File: src/sv/bdr_pkg.sv
package bdr_pkg;

   // Defaults for the top-level parameters
   localparam int DEBOUNCE_LIMIT_DEFAULT = 8;
   localparam int SAMPLE_WIDTH_DEFAULT   = 12;

   // Register widths
   localparam int CFG_WIDTH       = 12;
   localparam int MARGIN_WIDTH    = 10;
   localparam int CSR_INDEX_WIDTH = 3;

   // Register reset values
   localparam logic [CFG_WIDTH-1:0]    DIR_NEUTRAL_RESET   = 12'd2048;
   localparam logic [MARGIN_WIDTH-1:0] MARGIN_RESET        = 10'd20;
   localparam logic [CFG_WIDTH-1:0]    SPEED_NEUTRAL_RESET = 12'd2048;
   localparam logic [CFG_WIDTH-1:0]    SPEED_MIN_RESET     = 12'd2000;
   localparam logic [CFG_WIDTH-1:0]    SPEED_NEG_RESET     = 12'd1000;

   // Register map
   typedef enum logic [CSR_INDEX_WIDTH-1:0] {
      CSR_DIRECTION_NEUTRAL    = 3'd0,
      CSR_NEUTRAL_MARGIN       = 3'd1,
      CSR_SPEED_NEUTRAL        = 3'd2,
      CSR_SPEED_MIN_NEUTRAL    = 3'd3,
      CSR_SPEED_NEGATIVE_SCALE = 3'd4
   } csr_index_type;

   // Per-button control handed to a debouncer
   typedef struct packed {
      logic step;        // a sampling tick is taken this cycle
      logic force_open;  // hold the level open, keep the count
      logic pin;         // raw active-low sample
   } deb_ctrl_type;

endpackage

File: src/sv/bdr_debounce.sv
module bdr_debounce #(
   parameter int DEBOUNCE_LIMIT = bdr_pkg::DEBOUNCE_LIMIT_DEFAULT
) (
   input  logic                 clock,
   input  logic                 reset,
   input  bdr_pkg::deb_ctrl_type ctrl,
   output logic                 level_in
);

   // Incremented count reaches DEBOUNCE_LIMIT + 1 at most
   localparam int CW = $clog2(DEBOUNCE_LIMIT + 2);
   localparam logic [CW-1:0] LIMIT_C = CW'(DEBOUNCE_LIMIT);

   logic          level_ff;
   logic [CW-1:0] count_ff;
   logic [CW-1:0] count_in;
   logic [CW-1:0] count_inc;

   assign count_inc = count_ff + 1'b1;

   // Next level and count for this tick
   always_comb begin
      level_in = level_ff;
      count_in = count_ff;
      if (ctrl.force_open) begin
         level_in = 1'b1;
      end else if (ctrl.pin == level_ff) begin
         count_in = '0;
      end else if (count_inc > LIMIT_C) begin
         level_in = ctrl.pin;
         count_in = '0;
      end else begin
         count_in = count_inc;
      end
   end

   always_ff @(posedge clock) begin
      if (reset) begin
         level_ff <= 1'b1;
         count_ff <= '0;
      end else if (ctrl.step) begin
         level_ff <= level_in;
         count_ff <= count_in;
      end
   end

endmodule

File: src/sv/button_debounce_with_reverse_mode.sv
// Channel  Direction  Handshake              Payload
// req      in         req_valid/req_ready    three button pins, two DIP pins, speed, direction
// rsp      out        rsp_valid/rsp_ready    cal, user, mode active; DIP 1 and DIP 2 closed
// csr      in         csr_valid/csr_ready    csr_index, csr_data (write only)
//
// One transaction per cycle unless stalled; the result appears the cycle after acceptance.
// The debounce counters and the reverse window compare settle in one pass
// ahead of the result register; req_ready drops only while a result is held.
// Synchronous reset opens all buttons, clears counts and loads register defaults.
// csr_ready is always high; writes to an index beyond the map are dropped.
module button_debounce_with_reverse_mode #(
   parameter int DEBOUNCE_LIMIT = bdr_pkg::DEBOUNCE_LIMIT_DEFAULT,
   parameter int SAMPLE_WIDTH   = bdr_pkg::SAMPLE_WIDTH_DEFAULT
) (
   input  logic                                clock,
   input  logic                                reset,
   input  logic                                req_valid,
   output logic                                req_ready,
   input  logic                                req_cal_pin,
   input  logic                                req_mode_pin,
   input  logic                                req_user_pin,
   input  logic                                req_dip_reverse_pin,
   input  logic                                req_dip_disable_pin,
   input  logic [SAMPLE_WIDTH-1:0]             req_speed_sample,
   input  logic [SAMPLE_WIDTH-1:0]             req_direction_sample,
   output logic                                rsp_valid,
   input  logic                                rsp_ready,
   output logic                                rsp_cal_active,
   output logic                                rsp_user_active,
   output logic                                rsp_mode_active,
   output logic                                rsp_dip_reverse_closed,
   output logic                                rsp_dip_disable_closed,
   input  logic                                csr_valid,
   output logic                                csr_ready,
   input  logic [bdr_pkg::CSR_INDEX_WIDTH-1:0] csr_index,
   input  logic [bdr_pkg::CFG_WIDTH-1:0]       csr_data
);

   localparam int CFG_W = bdr_pkg::CFG_WIDTH;
   localparam int MAR_W = bdr_pkg::MARGIN_WIDTH;
   // Signed width that holds every sum and difference without wrap
   localparam int AW = ((SAMPLE_WIDTH > CFG_W) ? SAMPLE_WIDTH : CFG_W) + 2;

   logic accept;

   // Configuration registers
   logic [CFG_W-1:0] dir_neutral_ff;
   logic [MAR_W-1:0] margin_ff;
   logic [CFG_W-1:0] speed_neutral_ff;
   logic [CFG_W-1:0] speed_min_ff;
   logic [CFG_W-1:0] speed_neg_ff;

   assign csr_ready = 1'b1;

   always_ff @(posedge clock) begin
      if (reset) begin
         dir_neutral_ff   <= bdr_pkg::DIR_NEUTRAL_RESET;
         margin_ff        <= bdr_pkg::MARGIN_RESET;
         speed_neutral_ff <= bdr_pkg::SPEED_NEUTRAL_RESET;
         speed_min_ff     <= bdr_pkg::SPEED_MIN_RESET;
         speed_neg_ff     <= bdr_pkg::SPEED_NEG_RESET;
      end else if (csr_valid && csr_ready) begin
         case (bdr_pkg::csr_index_type'(csr_index))
            bdr_pkg::CSR_DIRECTION_NEUTRAL:    dir_neutral_ff   <= csr_data;
            bdr_pkg::CSR_NEUTRAL_MARGIN:       margin_ff        <= csr_data[MAR_W-1:0];
            bdr_pkg::CSR_SPEED_NEUTRAL:        speed_neutral_ff <= csr_data;
            bdr_pkg::CSR_SPEED_MIN_NEUTRAL:    speed_min_ff     <= csr_data;
            bdr_pkg::CSR_SPEED_NEGATIVE_SCALE: speed_neg_ff     <= csr_data;
            default: ;
         endcase
      end
   end

   // Handshake: take a transaction unless a result is stuck
   logic rsp_valid_ff;

   assign req_ready = !rsp_valid_ff || rsp_ready;
   assign accept    = req_valid && req_ready;
   assign rsp_valid = rsp_valid_ff;

   // Button debouncers
   bdr_pkg::deb_ctrl_type cal_ctrl;
   bdr_pkg::deb_ctrl_type mode_ctrl;
   bdr_pkg::deb_ctrl_type user_ctrl;
   logic cal_level_in;
   logic mode_level_in;
   logic user_level_in;

   assign cal_ctrl  = '{step: accept, force_open: 1'b0, pin: req_cal_pin};
   assign mode_ctrl = '{step: accept, force_open: !req_dip_disable_pin, pin: req_mode_pin};
   assign user_ctrl = '{step: accept, force_open: 1'b0, pin: req_user_pin};

   bdr_debounce #(.DEBOUNCE_LIMIT(DEBOUNCE_LIMIT)) u_cal_deb (
      .clock(clock), .reset(reset), .ctrl(cal_ctrl), .level_in(cal_level_in)
   );

   bdr_debounce #(.DEBOUNCE_LIMIT(DEBOUNCE_LIMIT)) u_mode_deb (
      .clock(clock), .reset(reset), .ctrl(mode_ctrl), .level_in(mode_level_in)
   );

   bdr_debounce #(.DEBOUNCE_LIMIT(DEBOUNCE_LIMIT)) u_user_deb (
      .clock(clock), .reset(reset), .ctrl(user_ctrl), .level_in(user_level_in)
   );

   // Reverse deflection rule, all in signed AW bits
   logic signed [AW-1:0] speed_s;
   logic signed [AW-1:0] dir_s;
   logic signed [AW-1:0] dn_s;
   logic signed [AW-1:0] win_s;
   logic signed [AW-1:0] sn_s;
   logic signed [AW-1:0] smin_s;
   logic signed [AW-1:0] ns_s;
   logic signed [AW-1:0] ns_half_s;
   logic signed [AW-1:0] floor_s;
   logic signed [AW-1:0] speed_clamp_s;
   logic signed [AW-1:0] deflection_s;
   logic                 dir_in_window;
   logic                 reverse_hit;

   always_comb begin
      speed_s   = $signed({{(AW-SAMPLE_WIDTH){1'b0}}, req_speed_sample});
      dir_s     = $signed({{(AW-SAMPLE_WIDTH){1'b0}}, req_direction_sample});
      dn_s      = $signed({{(AW-CFG_W){1'b0}}, dir_neutral_ff});
      win_s     = $signed({{(AW-MAR_W-1){1'b0}}, margin_ff, 1'b0});
      sn_s      = $signed({{(AW-CFG_W){1'b0}}, speed_neutral_ff});
      smin_s    = $signed({{(AW-CFG_W){1'b0}}, speed_min_ff});
      ns_s      = $signed({{(AW-CFG_W){1'b0}}, speed_neg_ff});
      ns_half_s = $signed({{(AW-CFG_W+1){1'b0}}, speed_neg_ff[CFG_W-1:1]});

      floor_s       = sn_s - ns_s;
      speed_clamp_s = (speed_s < floor_s) ? floor_s : speed_s;
      deflection_s  = sn_s - speed_clamp_s;

      dir_in_window = (dir_s > (dn_s - win_s)) && (dir_s < (dn_s + win_s));
      reverse_hit   = !req_dip_reverse_pin && dir_in_window && (speed_s < smin_s)
                      && (deflection_s > ns_half_s);
   end

   // Result register
   logic rsp_cal_ff;
   logic rsp_user_ff;
   logic rsp_mode_ff;
   logic rsp_dip_rev_ff;
   logic rsp_dip_dis_ff;

   always_ff @(posedge clock) begin
      if (reset) begin
         rsp_valid_ff <= 1'b0;
      end else if (accept) begin
         rsp_valid_ff <= 1'b1;
      end else if (rsp_ready) begin
         rsp_valid_ff <= 1'b0;
      end
   end

   always_ff @(posedge clock) begin
      if (accept) begin
         rsp_cal_ff     <= !cal_level_in;
         rsp_user_ff    <= !user_level_in;
         rsp_mode_ff    <= !mode_level_in || reverse_hit;
         rsp_dip_rev_ff <= !req_dip_reverse_pin;
         rsp_dip_dis_ff <= !req_dip_disable_pin;
      end
   end

   assign rsp_cal_active         = rsp_cal_ff;
   assign rsp_user_active        = rsp_user_ff;
   assign rsp_mode_active        = rsp_mode_ff;
   assign rsp_dip_reverse_closed = rsp_dip_rev_ff;
   assign rsp_dip_disable_closed = rsp_dip_dis_ff;

endmodule

File: config.mk
export PLATFORM = sky130hd
export DESIGN_NAME = button_debounce_with_reverse_mode
export DESIGN_NICKNAME = d
export VERILOG_FILES = /design/src/sv/bdr_pkg.sv /design/src/sv/bdr_debounce.sv /design/src/sv/button_debounce_with_reverse_mode.sv
export SDC_FILE = /design/constraint.sdc
export NUM_CORES = 1
export LEC_CHECK = 0
export CAP_MARGIN = 20
export CORE_MARGIN = 2
export CORE_UTILIZATION = 63
export DETAILED_ROUTE_END_ITERATION = 16
export DONT_BUFFER_PORTS = 1
export PLACE_DENSITY = 0.86
export SLEW_MARGIN = 5
export SYNTH_ARGS = -nofsm -noshare
export SYNTH_HDL_FRONTEND = slang
export SYNTH_SLANG_ARGS = --single-unit
File: constraint.sdc
create_clock -name clock -period 15.7 [get_ports clock]
set_input_delay 2.355 -clock clock [delete_from_list [all_inputs] [get_ports clock]]
set_output_delay 2.355 -clock clock [all_outputs]
set_load 0.005 [all_outputs]
# == Yosys cells after proc, flatten, opt, wreduce, memory -nomap -nowiden ==
# Cells that the tools add are included.
# classes
n_addsub,7
order_cmp,8
n_eq_ne,7
mux,16
n_reduce_logical,21
# op_table
op,count
4-bit two-way mux,6
14-bit by 12-bit > comparator with 1-bit output,1
14-bit two-way mux,1
13-bit by 14-bit subtractor with 14-bit output,1
12-bit by 11-bit adder with 13-bit output,1
13-bit > comparator,1
12-bit by 13-bit < comparator with 1-bit output,1
13-bit < comparator,1
12-bit by 11-bit subtractor with 13-bit output,1
12-bit by 12-bit subtractor with 13-bit output,1
4-bit by 1-bit adder with 4-bit output (second input constant),3
4-bit > comparator (second input constant),3
12-bit < comparator,1
2-bit AND reduction,6
1-bit two-way mux,9
3-bit by 2-bit == test with 1-bit output (second input constant),2
1-bit zero test,6
1-bit logical AND,5
1-bit == test,3
3-bit by 1-bit == test with 1-bit output (second input constant),1
3-bit == test (second input constant),1
3-bit zero test,1
1-bit logical OR,2
2-bit nonzero test,1
# totals
regBits,79
elab_cells,76

# == Logic depth before layout (Yosys ltp) ==
# Gate-level depths: netlist of the first run.
# depth
word_depth,7
ltp_mapped,36
ltp_nobuf,35

# == Hierarchy ==
# Synthesis of the first run repeated with hierarchy kept, for this count alone.
# unflattened
hier_cells,833
area_unflattened_um2,6647.6
# by_module_without_submodules
module,instances,cells_per_inst,area_each_um2,seq_area_each_um2
button_debounce_with_reverse_mode,1,716,5600.4,1331.3
bdr_debounce,3,39,349.1,100.1

# == Least setup slack after synthesis of the first run ==
# Ideal clock, no wire load.
# synth_path
path_kind,in2reg
from,input req_speed_sample[7]
to,"register rsp_mode_ff, in the netlist rsp_mode_active, data pin"
setup_time_ns,0.265
arrival_ns,7.239
t_required_ns,15.435
path_slack_ns,8.196
stages,25
path_buffers,1
cell_sequence,ha_1 > a21o_1 > a21o_1 > a21o_1 > o311a_1 > o21ai_0 > a221oi_1 > ha_1 > clkbuf_1 > inv_1 > o21ai_0 > ha_1 > nor2b_1 > o31ai_4 > a22oi_1 > a21o_1 > a211oi_1 > nor3_1 > ha_1 > a21oi_1 > o21ai_0 > nor4b_1 > o2bb2ai_1 > a311oi_1 > o41ai_2
# synth_via
elab_chain_cells,6
# synth_rtl
element,line,text
"start, declared",button_debounce_with_reverse_mode.sv:24,"input logic [SAMPLE_WIDTH-1:0] req_speed_sample,"
13-bit < comparator,button_debounce_with_reverse_mode.sv:131,speed_clamp_s = (speed_s < floor_s) ? floor_s : speed_s;
14-bit two-way mux,button_debounce_with_reverse_mode.sv:131,
13-bit by 14-bit subtractor with 14-bit output,button_debounce_with_reverse_mode.sv:132,deflection_s = sn_s - speed_clamp_s;
14-bit by 12-bit > comparator with 1-bit output,button_debounce_with_reverse_mode.sv:136,&& (deflection_s > ns_half_s);
1-bit logical AND (*),button_debounce_with_reverse_mode.sv:136,
1-bit logical OR (*),button_debounce_with_reverse_mode.sv:160,rsp_mode_ff <= !mode_level_in || reverse_hit;
"end signal, assigned",button_debounce_with_reverse_mode.sv:160,
"end, declared",button_debounce_with_reverse_mode.sv:142,logic rsp_mode_ff;
# Mark *: on every way between the ends. The rest lies on a longest branch, timed or not.
# A chain may end at the register's enable or synchronous reset.

# == Final worst setup path of the first run ==
# Ends and elaborated chain as after synthesis.

==> impl_metrics.toml, run 1 <==
[synthesis]
syn_inst = 830
syn_avg_cell_area_sq_um = 7.74
ys_seq_area_share_pct = 25.4
synth-main-ff-cell = "dfxtp_1"
ys_types = 60
syn-num-nets = 987
async_flop_share_pct = 0
synth_edf_count = 5
ys_ff_latch = 79
netlist_area_sq_um = 6430
yosysWarnings = 0

[timing]
max_freq_mhz = 125
period_share_pct = 50.8
skew_ps = 7.99
final-hold-violation-count = 0
report.final.slew_viol_count = 0
post-route-min-period_ps = 7980
setup_viol = 0
setup_ws_ps = 7720
rsz0062_at_grt = "false"
worst_slew_pin_slew_ps = 931
final.setup.tns_ps = 0
timing.slew.headroom_pct = 37.7

[final_layout]
fill_cells = 841
nets = 973
area_growth_syn_to_layout_pct = 3.91
drive_above_1_share_pct = 3.29
antenna_cells = 0
final_area_sq_um = 6680
post_layout_nonfiller_instances = 954

[power_and_ir_drop]
total_power_mw = 0.517
combPwrFrac_pct = 30.5
seqPwrFrac_pct = 41.3
p_per_area_nw_per_um2 = 77.4
switchingPower_mw = 0.179
p_leak_nw = 2.91
p_clk_share_pct = 28.2
swShare_pct = 34.5
vdd_ir_drop_max_v = 0.0000640
p_int_mw = 0.338

[worst_setup_path]
cp_max_fo = 20
cp-start-kind = "input port"
required_ps = 15810
crit_type = "in -> reg"
cp_data_arrival_time_ps = 8090
crit_path_end_kind = "flip-flop"

[clock_tree]
clockBufferDepth = 2
ctsHoldBuffers = 0
cts_made_buffers = 9
clkLatencyLatePin_ps = 350
path_clk_slew_ps = 90
clock-root-buffer = "clkbuf_8"
cts.sinks = 79
ctsHtreeMaxLevel = 3
cts_tree = "built"
cts_resized = 0
cts_setup_buffers = 0

[grt]
use_met3_pct = 6.24
grt_use_met2_pct = 51.3
grtUsageMet1_pct = 36.0
grt_pass1_vias = 5833
antenna_found_initial = 0
grt-ovfl-total = 0
grt_max_degree = 75
grt.total_usage_pct = 29.4
grt_pass1_wl_um = 26700
busiest_layer = "met2"

[place]
gp_congestion = 0.916
dp_slack_ps = 7390
hpwl_um = 12600
dp.cells = 938
io_buffers = 0
post_dp_cell_area_sq_um = 6490

[routing]
routedWlPerCell_um = 16.5
vias_per_cell = 6.18
drc = 0
drt_pass1_iterations = 5
wl_um = 15700
ant_nets = 0
first_iter_violations = 362
vias = 5894

[worst_hold_path]
min_path_type = "reg -> reg"

[die]
num_rows = 36
die_h_um = 105
die_w_um = 105
initial_core_util_pct = 65.5
dieArea_sq_um = 11000
io-pin-count = 57
core_area_sq_um = 9820

[status]
outcome = "complete, no violations"

[flow_run]
drv_cap = 0
## stage by stage
step                      hold slack [ps]  utilization (%)
after CTS                             454             68.0
after global routing                  480             68.0
after floorplan                       432                -
after detailed placement              442             66.1
final                                 458             68.0
after global placement                440             66.1
## logic make-up after synthesis
logic type | count (synthesis) | synth area share (%)
compound gates | 205 | 20.0
flops | 79 | 25.4
xor+xnor | 37 | 5.04
simple gates | 309 | 22.3
mux | 4 | 0.623
fa+ha+maj | 108 | 21.5
buf+inv | 87 | 5.16
other cells | 1 | 0.0583
## path summary, 6_finish.rpt
path | depth (start not counted) | startpoint | end | slack [ps]
setup reg to reg | 32 | speed_neg_ff[1] | rsp_mode_active | 7740
hold reg to reg | 2 | speed_neg_ff[4] | speed_neg_ff[4] | 460
setup / recovery | 24 | req_speed_sample[7] | rsp_mode_active | 7720
hold / removal | 2 | speed_neg_ff[4] | speed_neg_ff[4] | 460
## cell usage after synthesis (all sizes together), types with 3 or more instances
cell / count / area (sq um)
fa: 4 / 80.1
nand4: 8 / 50.1
a211o: 6 / 52.6
nor2b: 8 / 50.1
a311oi: 3 / 26.3
dfxtp: 74 / 1480
o21a: 12 / 90.1
nand2b: 12 / 75.1
xor2: 12 / 105
inv: 62 / 233
a21o: 10 / 75.1
ha: 104 / 1300
o21ai: 38 / 190
nor3b: 3 / 22.5
nor4b: 3 / 26.3
o21bai: 4 / 30.0
o31ai: 4 / 43.8
nor4: 6 / 43.8
or3: 6 / 37.5
nand2: 150 / 563
a22oi: 5 / 37.5
a221oi: 3 / 32.5
buf: 5 / 23.8
and2: 3 / 18.8
nor2: 51 / 191
edfxtp: 5 / 150
a211oi: 4 / 30.0
o211ai: 3 / 22.5
nand3b: 14 / 105
mux2i: 4 / 40.0
a21boi: 3 / 22.5
clkbuf: 20 / 75.1
or2: 7 / 43.8
a21oi: 93 / 465
nand3: 16 / 80.1
nor3: 15 / 75.1
xnor2: 25 / 219
and3: 4 / 25.0
## cell usage in the layout (no fill, tap or decap), drive strengths merged, types with 14 or more instances in the layout
cell type  instances
o21ai             38
nand3             16
nand3b            14
nor3              15
a21oi             93
ha               104
nand2            150
xnor2             25
nor2              51
inv               68
dfxtp             74
## layer usage
metal | up-vias | part of all wire [%]
met5 | - | 0
met4 | 0 | 2.5
met3 | 41 | 7.7
met2 | 226 | 48
met1 | 2752 | 41
li1 | 2875 | -
## layout make-up
| type | count | area, sq um | area share, % |
|---|---|---|---|
| sequential | 79 | 1630 | 24.4 |
| clock buffer | 9 | 124 | 1.85 |
| inverter | 62 | 233 | 3.48 |
| tap | 133 | 166 | 2.49 |
| multi-input combinational | 664 | 4460 | 66.8 |
| clock inverter | 7 | 60.1 | 0.899 |
## sequential cells by signal (all words and copies together), names as in the netlist, 4 cells and up
signal,cells
dir_neutral_ff,12
speed_min_ff,12
speed_neg_ff,12
speed_neutral_ff,12
margin_ff,10
u_cal_deb.count_ff,4
u_mode_deb.count_ff,4
u_user_deb.count_ff,4
## worst max-delay path, cell delays in order
cell	delay, ps
ha_1	280
a21o_1	180
a21o_1	170
a21o_1	180
o311a_1	330
o21ai_0	160
a221oi_1	100
ha_1	660
inv_1	210
o21ai_0	360
ha_1	310
nor2b_1	160
o31ai_4	260
a22oi_1	160
a21o_1	210
a211oi_1	240
nor3_1	70
ha_1	320
a21oi_1	160
o21ai_0	130
nor4b_1	440
o2bb2ai_1	140
a311oi_1	360
o41ai_2	120
## power by group through the flow
stage / Clock [mW] / Combinational (mW) / Sequential [mW]
CTS: 0.146 / 0.156 / 0.214
finish: 0.146 / 0.158 / 0.214
floorplan: 0 / 0.125 / 0.217
detailed placement: 0 / 0.155 / 0.218
global route: 0.155 / 0.179 / 0.215
global placement: 0 / 0.146 / 0.218
No activity file was read; power rests on OpenSTA's default activity.
==> run 2, diff against run 1 <==
==> constraint.sdc (replaced) <==
create_clock -name clock -period 7.8 [get_ports clock]
set_input_delay 1.17 -clock clock [delete_from_list [all_inputs] [get_ports clock]]
set_output_delay 1.17 -clock clock [all_outputs]
set_load 0.005 [all_outputs]
==> run 2 against run 1 <==
Combinational power increased by 100%. Die area unchanged. Count of clock-buffer cells in the layout unchanged. Register-to-register slack got worse by 7100 ps. Global-route usage decreased by 0.66 points. Total power increased by 100%. Routed wire length decreased by 0.20%. Flip-flop and latch count unchanged. Worst hold slack about the same.
==> impl_metrics.toml, run 2 (same netlist as run 1, synthesis figures left out) <==
[worst_setup_path]
crit_top_cell = "ha_1"
cp-start-kind = "flip-flop"
crit_type = "reg -> reg"
cp_max_fo = 5
required_ps = 7910
r2r_setup_slack_ps = 590
crit_path_end_kind = "flip-flop"
reg2reg_to = "rsp_mode_active"
cp_data_arrival_time_ps = 7310
crit_slowest_cell = "dfxtp_1"
reg2reg_depth = 32
critPathMaxStageDelay_ps = 430
reg2reg_from = "speed_neg_ff[1]"

[timing]
max_freq_mhz = 139
rsz0062_at_grt = "false"
worst_slew_pin_slew_ps = 859
hold_ws_ps = 457
final.setup.tns_ps = 0
post-route-min-period_ps = 7210
skew_ps = 8.18
period_share_pct = 92.4
report.final.slew_viol_count = 0
setup_viol = 0
setup_ws_ps = 592
final-hold-violation-count = 0
timing.slew.headroom_pct = 42.5

[clock_tree]
clockBufferDepth = 2
cts_tree = "built"
clock-root-buffer = "clkbuf_8"
cts_setup_buffers = 0
cts_resized = 0
cts_made_buffers = 9
cts.sinks = 79
ctsHtreeMaxLevel = 3
ctsHoldBuffers = 0
clkLatencyLatePin_ps = 360
path_clk_slew_ps = 90

[place]
hpwl_um = 12600
io_buffers = 0
gp_congestion = 0.926
post_dp_cell_area_sq_um = 6500
dp_slack_ps = 600

[die]
initial_core_util_pct = 65.5
die_h_um = 105
num_rows = 36
io-pin-count = 57
die_w_um = 105
dieArea_sq_um = 11000
core_area_sq_um = 9820

[worst_hold_path]
min_from = "speed_min_ff[11]"
hold-path-endpoint = "speed_min_ff[11]"
hold_path_depth = 2
min_path_type = "reg -> reg"

[final_layout]
mostFrequentLayoutCells = "nand2_1 (150), ha_1 (104), a21oi_1 (93)"
multi_input_area_sq_um = 4460
drive_above_1_share_pct = 3.41
final_common_cell = "nand2_1"
antenna_cells = 0
fill_cells = 844
nets = 974
final_area_sq_um = 6700
regArea_sq_um = 1630
area_growth_syn_to_layout_pct = 4.20

[grt]
grt-ovfl-total = 0
grt_pass1_vias = 5813
antenna_found_initial = 0
grt_pass1_wl_um = 26000
grt.total_usage_pct = 28.8
grt_max_degree = 75

[power_and_ir_drop]
vdd_ir_drop_max_v = 0.000118
p_per_area_nw_per_um2 = 156
p_leak_nw = 2.91

[routing]
ant_nets = 0
wl_um = 15700
drt_pass1_iterations = 5
vias = 5823
routedWlPerCell_um = 16.4
drc = 0
vias_per_cell = 6.10
first_iter_violations = 379

[status]
outcome = "complete, no violations"

[flow_run]
drv_cap = 0
-- run 2: routing by layer --
layer / routed length [um] / global-route usage [%]
met2: 7700 / 51.8
met1: 6770 / 34.3
met3: 969 / 6.30
met5: 0 / 0
met4: 266 / 8.00
-- run 2: power by group --
part	internal [mW]	switching [mW]	total [mW]
registers	0.420	0.0100	0.430
clock network	0.126	0.173	0.299
logic	0.139	0.179	0.317
total	0.684	0.362	1.05
-- run 2: area by class of cell --
| cell class | count | area share (%) |
|---|---|---|
| multi-input cells | 664 | 66.7 |
| flip-flops and latches | 79 | 24.4 |
| inverters | 62 | 3.47 |
| well taps | 133 | 2.48 |
| clock buffers | 9 | 1.85 |
| clock inverters | 7 | 1.06 |
| repair buffers | 1 | 0.112 |
-- run 2: worst max-delay path by stage --
stage                                 end  cells past startpoint  slack [ps]            start
after detailed placement  rsp_mode_active                     32         600  speed_neg_ff[1]
final                     rsp_mode_active                     32         590  speed_neg_ff[1]
after global routing      rsp_mode_active                     32          30  speed_neg_ff[1]
after floorplan           rsp_mode_active                     33        1040  speed_neg_ff[1]
after CTS                 rsp_mode_active                     32         530  speed_neg_ff[1]
after global placement    rsp_mode_active                     32         950  speed_neg_ff[1]
-- run 2: worst max-delay path: cells and delay by family, from the launching register on --
family                   cells  cell delay [ps]
flip-flops                   1              430
XOR/XNOR                     1              220
adder cells (fa/ha/maj)      5             1480
AO/OA/AOI/OAI               20             3870
AND/OR/NAND/NOR              4              760
buffers and inverters        2              170
-- run 2: per-stage QoR --
stage | power [mW] | utilization, % | cells
2_1_floorplan | 0.688 | - | 830
3_3_place_gp | 0.733 | 66.2 | 939
3_5_place_dp | 0.750 | 66.2 | 939
4_1_cts | 1.04 | 68.2 | 955
5_1_grt | 1.11 | 68.2 | 955
6_report | 1.05 | 68.2 | 955
==> run 3, diff against run 2 <==
--- a/config.mk
+++ b/config.mk
@@ -5,6 +5,7 @@
 export SDC_FILE = /design/constraint.sdc
 export NUM_CORES = 1
 export LEC_CHECK = 0
+export ABC_AREA = 1
 export CAP_MARGIN = 20
 export CORE_MARGIN = 2
 export CORE_UTILIZATION = 63
==> run 3 against run 2 <==
Combinational power increased by 24%. Fmax increased by 18%. Final area increased by 2.4%. Critical endpoint unchanged. Highest routed layer unchanged. First-iteration DRC count decreased by 12%.
==> impl_metrics.toml, run 3 <==
[worst_setup_path]
crit_type = "reg -> reg"
cp_data_arrival_time_ps = 6210
cp-start-kind = "flip-flop"
critPathMaxStageDelay_ps = 480
crit_top_cell = "nand2_1"
crit_slowest_cell = "fa_1"
required_ps = 7920
cp_max_fo = 22
crit_path_end_kind = "flip-flop"

[grt]
grt-ovfl-total = 0
grt_pass1_vias = 5528
grt_pass1_wl_um = 25200
grt_max_degree = 49
antenna_found_initial = 0
grt.total_usage_pct = 28.0

[clock_tree]
ctsHoldBuffers = 0
cts_tree = "built"
cts.sinks = 79
path_clk_slew_ps = 80
cts_setup_buffers = 0
cts_made_buffers = 9
cts_resized = 0
clock-root-buffer = "clkbuf_8"
clkLatencyLatePin_ps = 370
clockBufferDepth = 2
ctsHtreeMaxLevel = 3

[synthesis]
yosysTopAreaCellShare_pct = 22.5
ys_seq_area_share_pct = 24.8
synth_fa_ha_area_share_pct = 21.0
ys_types = 48
synth_top_cell_by_area = "dfxtp_1"
ys_ff_latch = 79
async_flop_share_pct = 0
synth_area_leaders = "dfxtp_1 (22%), ha_1 (20%), nand2_1 (10%)"
synth_top_family_by_area = "simple AND/OR/NAND/NOR gates"
synth.most_common_cell = "nand2_1"
synth-main-ff-cell = "dfxtp_1"
synth_xor_area_share_pct = 5.56
syn-num-nets = 1079
syn_avg_cell_area_sq_um = 7.15
syn_inst = 922
synth_compound_area_share_pct = 17.4
yosysWarnings = 0
synth_simple_gate_area_share_pct = 22.3
synthMuxAreaShare_pct = 0.304
synth_edf_count = 5
yosys-top-cells-count = "nand2_1 (177), inv_1 (112), ha_1 (104)"
netlist_area_sq_um = 6590

[place]
hpwl_um = 12400
gp_congestion = 0.971
io_buffers = 0
dp_slack_ps = 1770

[die]
die_w_um = 106
dieArea_sq_um = 11300
num_rows = 37
io-pin-count = 57
die_h_um = 106
initial_core_util_pct = 64.4
core_area_sq_um = 10200

[routing]
vias = 5906
routedWlPerCell_um = 14.6
wl_um = 15300
drt_pass1_iterations = 5
drc = 0
vias_per_cell = 5.61
ant_nets = 0
first_iter_violations = 334

[power_and_ir_drop]
p_leak_nw = 3.46
seqPwrFrac_pct = 38.2
vdd_ir_drop_max_v = 0.0000992
p_clk_share_pct = 27.5
total_power_mw = 1.14
combPwrFrac_pct = 34.3
switchingPower_mw = 0.414
p_per_area_nw_per_um2 = 166
p_int_mw = 0.727
swShare_pct = 36.3

[timing]
period_share_pct = 78.0
max_freq_mhz = 164
worst_slew_pin_slew_ps = 1050
setup_ws_ps = 1710
timing.slew.headroom_pct = 30.0
report.final.slew_viol_count = 0
post-route-min-period_ps = 6090
hold_ws_ps = 473
rsz0062_at_grt = "false"
final.setup.tns_ps = 0
skew_ps = 11.1
setup_viol = 0
final-hold-violation-count = 0

[flow_run]
drv_cap = 0

[final_layout]
nets = 1068
mostFrequentLayoutCells = "nand2_1 (177), inv_1 (112), ha_1 (104)"
antenna_cells = 0
final_common_cell = "nand2_1"
final_util_pct = 67.1
area_growth_syn_to_layout_pct = 4.14
drive_above_1_share_pct = 6.33

[worst_hold_path]
min_path_type = "reg -> reg"

[status]
outcome = "complete, no violations"
## run 3: cell types whose count changed after synthesis, moves of 12 or more
cell      previous run  this run
nand2_1            150       177
nand2b_1            12         0
inv_1               62       112
nand3_1             16        39
nor2_1              51        89
xnor2_1             25        13
xor2_1              12        27
o21ai_0             34        69
## run 3: area by class of cell
| class | instances | area, sq um |
|---|---|---|
| Clock inverter | 7 | 81.3 |
| Sequential cell | 79 | 1630 |
| Tap cell | 136 | 170 |
| Timing Repair Buffer | 1 | 7.51 |
| Clock buffer | 9 | 124 |
| Multi-Input combinational cell | 699 | 4390 |
| Inverter | 121 | 457 |
| Fill cell | 917 | 3370 |
## run 3: power by group through the flow
| stage | clock, mW | combinational, mW | sequential (mW) |
|---|---|---|---|
| after floorplan | 0 | 0.313 | 0.442 |
| after global placement | 0 | 0.373 | 0.444 |
| after detailed placement | 0 | 0.387 | 0.445 |
| after CTS | 0.318 | 0.390 | 0.436 |
| after global routing | 0.334 | 0.449 | 0.438 |
| final | 0.314 | 0.392 | 0.436 |
## run 3: worst paths after layout
path / from / end / slack [ps] / cells after the start
min reg2reg: speed_min_ff[3] / speed_min_ff[3] / 470 / 2
max: speed_neutral_ff[0] / rsp_mode_active / 1710 / 38
max reg2reg: speed_neutral_ff[0] / rsp_mode_active / 1710 / 38
min: speed_min_ff[3] / speed_min_ff[3] / 470 / 2
## run 3: critical path, delay by kind of cell (launching register included)
kind	cells	cell delay [ps]
xor+xnor	2	320
flops	1	310
buf+inv	2	460
simple gates	19	1310
fa+ha+maj	6	1920
compound gates	9	1510
## run 3: logic make-up (layout without fill, tap and decap cells)
kind of cell,after synthesis,count (layout)
other,1,1
XOR/XNOR,41,41
AO/OA/AOI/OAI,201,201
multiplexers,2,2
flip-flops,79,79
adder cells (fa/ha/maj),108,108
buffers and inverters,144,138
AND/OR/NAND/NOR,346,346
## run 3: per-stage QoR
stage / std cells / cell area [sq um]
3_3_place_gp: 1036 / 6660
4_1_cts: 1052 / 6860
2_1_floorplan: 922 / 6590
5_1_grt: 1052 / 6860
3_5_place_dp: 1036 / 6660
6_report: 1052 / 6860
## run 3: layer usage
metal	up-vias	global-route usage (%)	wire [um]
li1	3034	-	-
met5	-	0	0
met4	0	14.8	709
met3	51	6.07	881
met1	2671	33.5	6530
met2	150	47.0	7200
